[config.mk]
export PLATFORM = sky130hd
export DESIGN_NAME = ogr_outq
export DESIGN_NICKNAME = d
export VERILOG_FILES = /design/src/rtl/core/ogr_pkg.sv /design/src/rtl/core/ogr_outq.sv
export SDC_FILE = /design/constraint.sdc
export NUM_CORES = 1
export LEC_CHECK = 0
export CAP_MARGIN = 20
export CORE_ASPECT_RATIO = 0.8
export CORE_UTILIZATION = 40
export DETAILED_ROUTE_END_ITERATION = 8
export DONT_BUFFER_PORTS = 1
export PLACE_DENSITY = 0.51
export SETUP_SLACK_MARGIN = 0.5
export SYNTH_ARGS = -nofsm -noshare
export SYNTH_HDL_FRONTEND = slang
export SYNTH_SLANG_ARGS = --single-unit
[constraint.sdc]
create_clock -name clk -period 2.07 [get_ports clk]
set_input_delay 0.1035 -clock clk [delete_from_list [all_inputs] [get_ports clk]]
set_output_delay 0.1035 -clock clk [all_outputs]
set_load 0.02 [all_outputs]
[src/rtl/core/ogr_pkg.sv]
// Shared types, constants and point arithmetic for the occupancy grid block.
// No dependencies.
package ogr_pkg;

  localparam int MAX_WIDTH  = 512;
  localparam int MAX_HEIGHT = 512;

  localparam int RW = 20;  // range and distance fields
  localparam int SW = 16;  // ray step
  localparam int MW = 10;  // map size
  localparam int OW = 22;  // origin
  localparam int VW = 16;  // direction
  localparam int DW = 21;  // running distance
  localparam int PW = 38;  // point, origin * 2^15 + dir * span
  localparam int XW = 3;   // register index

  localparam logic [RW-1:0] SCAN_MIN_RST = 20'd256;
  localparam logic [RW-1:0] SCAN_MAX_RST = 20'd153600;
  localparam logic [RW-1:0] CAST_MIN_RST = 20'd256;
  localparam logic [RW-1:0] CAST_MAX_RST = 20'd153600;
  localparam logic [SW-1:0] STEP_RST     = 16'd128;
  localparam logic [MW-1:0] MAP_W_RST    = 10'd400;
  localparam logic [MW-1:0] MAP_H_RST    = 10'd400;

  typedef enum logic [1:0] {
    CELL_UNKNOWN  = 2'd0,
    CELL_FREE     = 2'd1,
    CELL_OCCUPIED = 2'd2
  } cell_t;

  typedef enum logic [XW-1:0] {
    REG_SCAN_MIN = 3'd0,
    REG_SCAN_MAX = 3'd1,
    REG_CAST_MIN = 3'd2,
    REG_CAST_MAX = 3'd3,
    REG_STEP     = 3'd4,
    REG_MAP_W    = 3'd5,
    REG_MAP_H    = 3'd6
  } cfg_idx_t;

  typedef struct packed {
    logic                 cast;
    logic                 hit;
    logic signed [PW-1:0] ox;
    logic signed [PW-1:0] oy;
    logic signed [PW-1:0] px;
    logic signed [PW-1:0] py;
    logic signed [PW-1:0] sx;
    logic signed [PW-1:0] sy;
    logic signed [PW-1:0] hx;
    logic signed [PW-1:0] hy;
    logic [DW-1:0]        dist0;
    logic [DW-1:0]        limit;
    logic [SW-1:0]        step;
    logic [MW-1:0]        effw;
    logic [MW-1:0]        effh;
  } cmd_t;

  function automatic logic signed [PW-1:0] point(input logic signed [OW-1:0] org,
                                                 input logic signed [VW-1:0] dir,
                                                 input logic [DW-1:0] span);
    logic signed [PW-1:0] o;
    logic signed [PW-1:0] m;
    o = org;
    o = o <<< 15;
    m = dir * $signed({1'b0, span});
    return o + m;
  endfunction

endpackage

[src/rtl/core/ogr_outq.sv]
// Two-entry result queue between the ray walker and the result port.
// Depends on ogr_pkg.
module ogr_outq (
  input  logic                   clk,
  input  logic                   rst_n,
  input  logic                   push,
  input  logic [ogr_pkg::RW-1:0] push_data,
  output logic                   full,
  input  logic                   pop,
  output logic                   empty,
  output logic [ogr_pkg::RW-1:0] pop_data
);

  logic [ogr_pkg::RW-1:0] mem_r [2];
  logic                   wp_r, rp_r;
  logic [1:0]             cnt_r;
  logic                   do_push, do_pop;

  assign full    = (cnt_r == 2'd2);
  assign empty   = (cnt_r == 2'd0);
  assign do_push = push & ~full;
  assign do_pop  = pop & ~empty;

  always_ff @(posedge clk) begin
    if (do_push) begin
      mem_r[wp_r] <= push_data;
    end
  end

  always_ff @(posedge clk) begin
    if (!rst_n) begin
      wp_r  <= 1'b0;
      rp_r  <= 1'b0;
      cnt_r <= 2'd0;
    end else begin
      if (do_push) begin
        wp_r <= ~wp_r;
      end
      if (do_pop) begin
        rp_r <= ~rp_r;
      end
      cnt_r <= cnt_r + 2'(do_push) - 2'(do_pop);
    end
  end

  assign pop_data = mem_r[rp_r];

endmodule

==> flow_summary.yaml <==
finish:
  antennaDiodeCount: 0
  layout-drive-gt1-share_pct: 34.4
  layout.cells.non_filler: 183
  fin_util_pct: 55.6
  fin_nets: 153
  synthToLayoutAreaGrowth_pct: 29.5
worst_setup_path:
  worst-setup-path-type: "reg2reg"
  timing.rr.start: "cnt_r[0]"
  cp-endpoint: "cnt_r[1]"
  worstPathArrival_ns: 1.74
  cp-start-kind: "flop"
  required_ns: 2.25
  r2r_setup_slack_ns: 0.50
  r2r_end: "cnt_r[1]"
  rr_worst_depth: 8
  crit_path_max_fanout: 3
  crit_path_end_kind: "flop"
  cp-startpoint: "cnt_r[0]"
die:
  die_h_um: 59.9
  die_w_um: 74.4
  design.core.area_mm2: 0.00390
  start_util_pct: 43.0
  pin_count: 46
  rows: 20
  die_area_mm2: 0.00446
clocking:
  htreeDepth: 2
  ctsLongestPathBuffers: 2
  clkTransAtPathRegs_ns: 0.07
  cts_tree: "built"
  clk-insertion-delay-late_ns: 0.29
  cts_sinks: 45
  cts_made_buffers: 5
  cts-root-buf: "clkbuf_8"
sta:
  period_share_pct: 75.7
  fmax_mhz: 638
  setup_violations: 0
  whs_ns: 0.118
  fin_skew_ns: 0.00432
  tns_ns: 0
  slew_viol_final: 0
  slew_headroom_pct: 73.1
  rsz0062_at_grt: "yes"
  finalCriticalPeriod_ns: 1.57
  tightest_slew_ns: 0.402
  hold_viol_final: 0
synthesis:
  syn_area_per_cell_um2: 18.9
  yosys.cell_types.count: 17
  yosysSeqAreaShare_pct: 77.6
  ys_ff_latch: 45
  synth_area_leaders: "edfxtp_1 72%, mux2_2 13%, dfxtp_1 6.0%, ha_1 1.5%, nor2_1 1.1%"
  synthCells: 89
  syn-num-nets: 115
  yosysTopAreaCell: "edfxtp_1"
  synth_warnings: 0
  synthesis.area_mm2: 0.00168
  synth_top_area_share_pct: 71.6
grt:
  grt_pass1_vias: 896
  grt_max_degree: 16
  track_usage_pct: 13.2
  antenna_found_initial: 0
  gr-total-overflow: 0
  grt_pass1_wl_um: 3920
detailed_routing:
  drt_iter0_drc: 25
  first_pass_iters: 4
  viasPerCell: 4.77
  vias: 872
  drc_errors: 0
  routed_wl_um: 2660
  wl_per_cell_um: 14.6
  drtAntennaViolNets: 0
power:
  p_leak_nw: 0.770
  pwr_density_cell_mw_per_mm2: 1200
  vdd_drop_max_mv: 0.562
  p_total_mw: 2.60
placed_design:
  gp_congestion: 0.556
  hpwl_um: 1730
  port_buffers: 0
  dpl.cell_count: 147
hold_path:
  hold_path.class: "in2reg"
run:
  max_cap_violations: 0
outcome:
  status: "finished, final reports clean"
==> power breakdown <==
group / total [mW] / internal (mW) / leakage [nW] / switching [mW]
Combinational: 0.855 / 0.360 / 0.314 / 0.496
Clock: 0.488 / 0.235 / 0.0399 / 0.253
Sequential: 1.26 / 1.18 / 0.416 / 0.0715
==> critical path: stages, from the launching register on <==
cell	delay (ns)
dfxtp_2	0.36
nand2b_4	0.15
nand2_4	0.06
ha_1	0.29
inv_1	0.06
ha_2	0.18
xor2_2	0.17
and2_4	0.16
nor3_2	0.03
==> sequential cells by signal, summed over array words and instances, names as in the netlist, named ones only <==
register and flops:
rp_r 1, wp_r 1, cnt_r 2, mem_r 40
==> layout make-up <==
cell class / instances / area (µm²)
flip-flops and latches: 45 / 1310
inverters: 3 / 11.3
clock buffers: 7 / 76.3
repair buffers: 33 / 314
clock inverters: 1 / 3.75
well taps: 55 / 68.8
multi-input cells: 39 / 390
fillers: 336 / 1730
==> stage by stage <==
stage	worst slack, ns	area, µm²
global placement	0.484	1770
floorplan	0.509	1680
global route	0.432	2170
CTS	0.492	2140
detailed placement	0.366	1770
finish	0.503	2170
==> routing by layer <==
metal | up-vias | global-route usage (%) | part of all wire (%)
met4 | 0 | 6.47 | 2.1
li1 | 403 | - | -
met1 | 430 | 14.7 | 41
met2 | 31 | 20.6 | 51
met5 | - | 0 | 0
met3 | 8 | 7.08 | 6.7
==> placed cells by master (no fill, tap or decap), drive strengths merged <==
master | synthesis | final
nand2b | 2 | 2
xor2 | 1 | 1
mux2i | 1 | 1
xnor2 | 1 | 1
nand2 | 2 | 2
o21a | 1 | 1
mux2 | 20 | 20
and2 | 2 | 2
ha | 2 | 2
clkinv | 0 | 1
edfxtp | 40 | 40
dfxtp | 5 | 5
buf | 2 | 8
and3 | 1 | 1
dlygate4sd3 | 0 | 25
nor3 | 1 | 1
inv | 3 | 3
nor2 | 5 | 5
clkbuf | 0 | 7
==> how the worst min path moves through the flow <==
stage | cells after the start | endpoint | slack (ns) | startpoint
after floorplan | 0 | mem_r[0][0] | 0.20 | push_data[0]
after global placement | 0 | mem_r[0][11] | 0.20 | push_data[11]
after detailed placement | 0 | mem_r[0][0] | 0.20 | push_data[0]
after CTS | 2 | wp_r | 0.006 | push
after global routing | 3 | rp_r | 0.15 | pop
final | 3 | rp_r | 0.12 | pop
==> what timing repair did <==
item / in CTS / in global routing
endpoints found under the hold margin: 44 / 1
endpoints found under the setup margin: 16 / 16
hold buffers: 24 / 1
gates resized for setup: 8 / 5
setup buffers: 2 / 1
==> synthesized netlist by cell type, drive strengths merged <==
master and count:
nand2 2, xor2 1, nor3 1, and2 2
and3 1, o21a 1, inv 3, ha 2
mux2 20, dfxtp 5, xnor2 1, nand2b 2
buf 2, mux2i 1, edfxtp 40, nor2 5
==> cells by family after synthesis <==
kind of cell / after synthesis / share of synthesized area (%)
flops: 45 / 77.6
mux: 21 / 14.0
simple gates: 13 / 3.80
buf+inv: 5 / 1.57
xor+xnor: 2 / 1.04
fa+ha+maj: 2 / 1.49
compound gates: 1 / 0.522
Note: power is estimated with default switching activity, not from simulation.
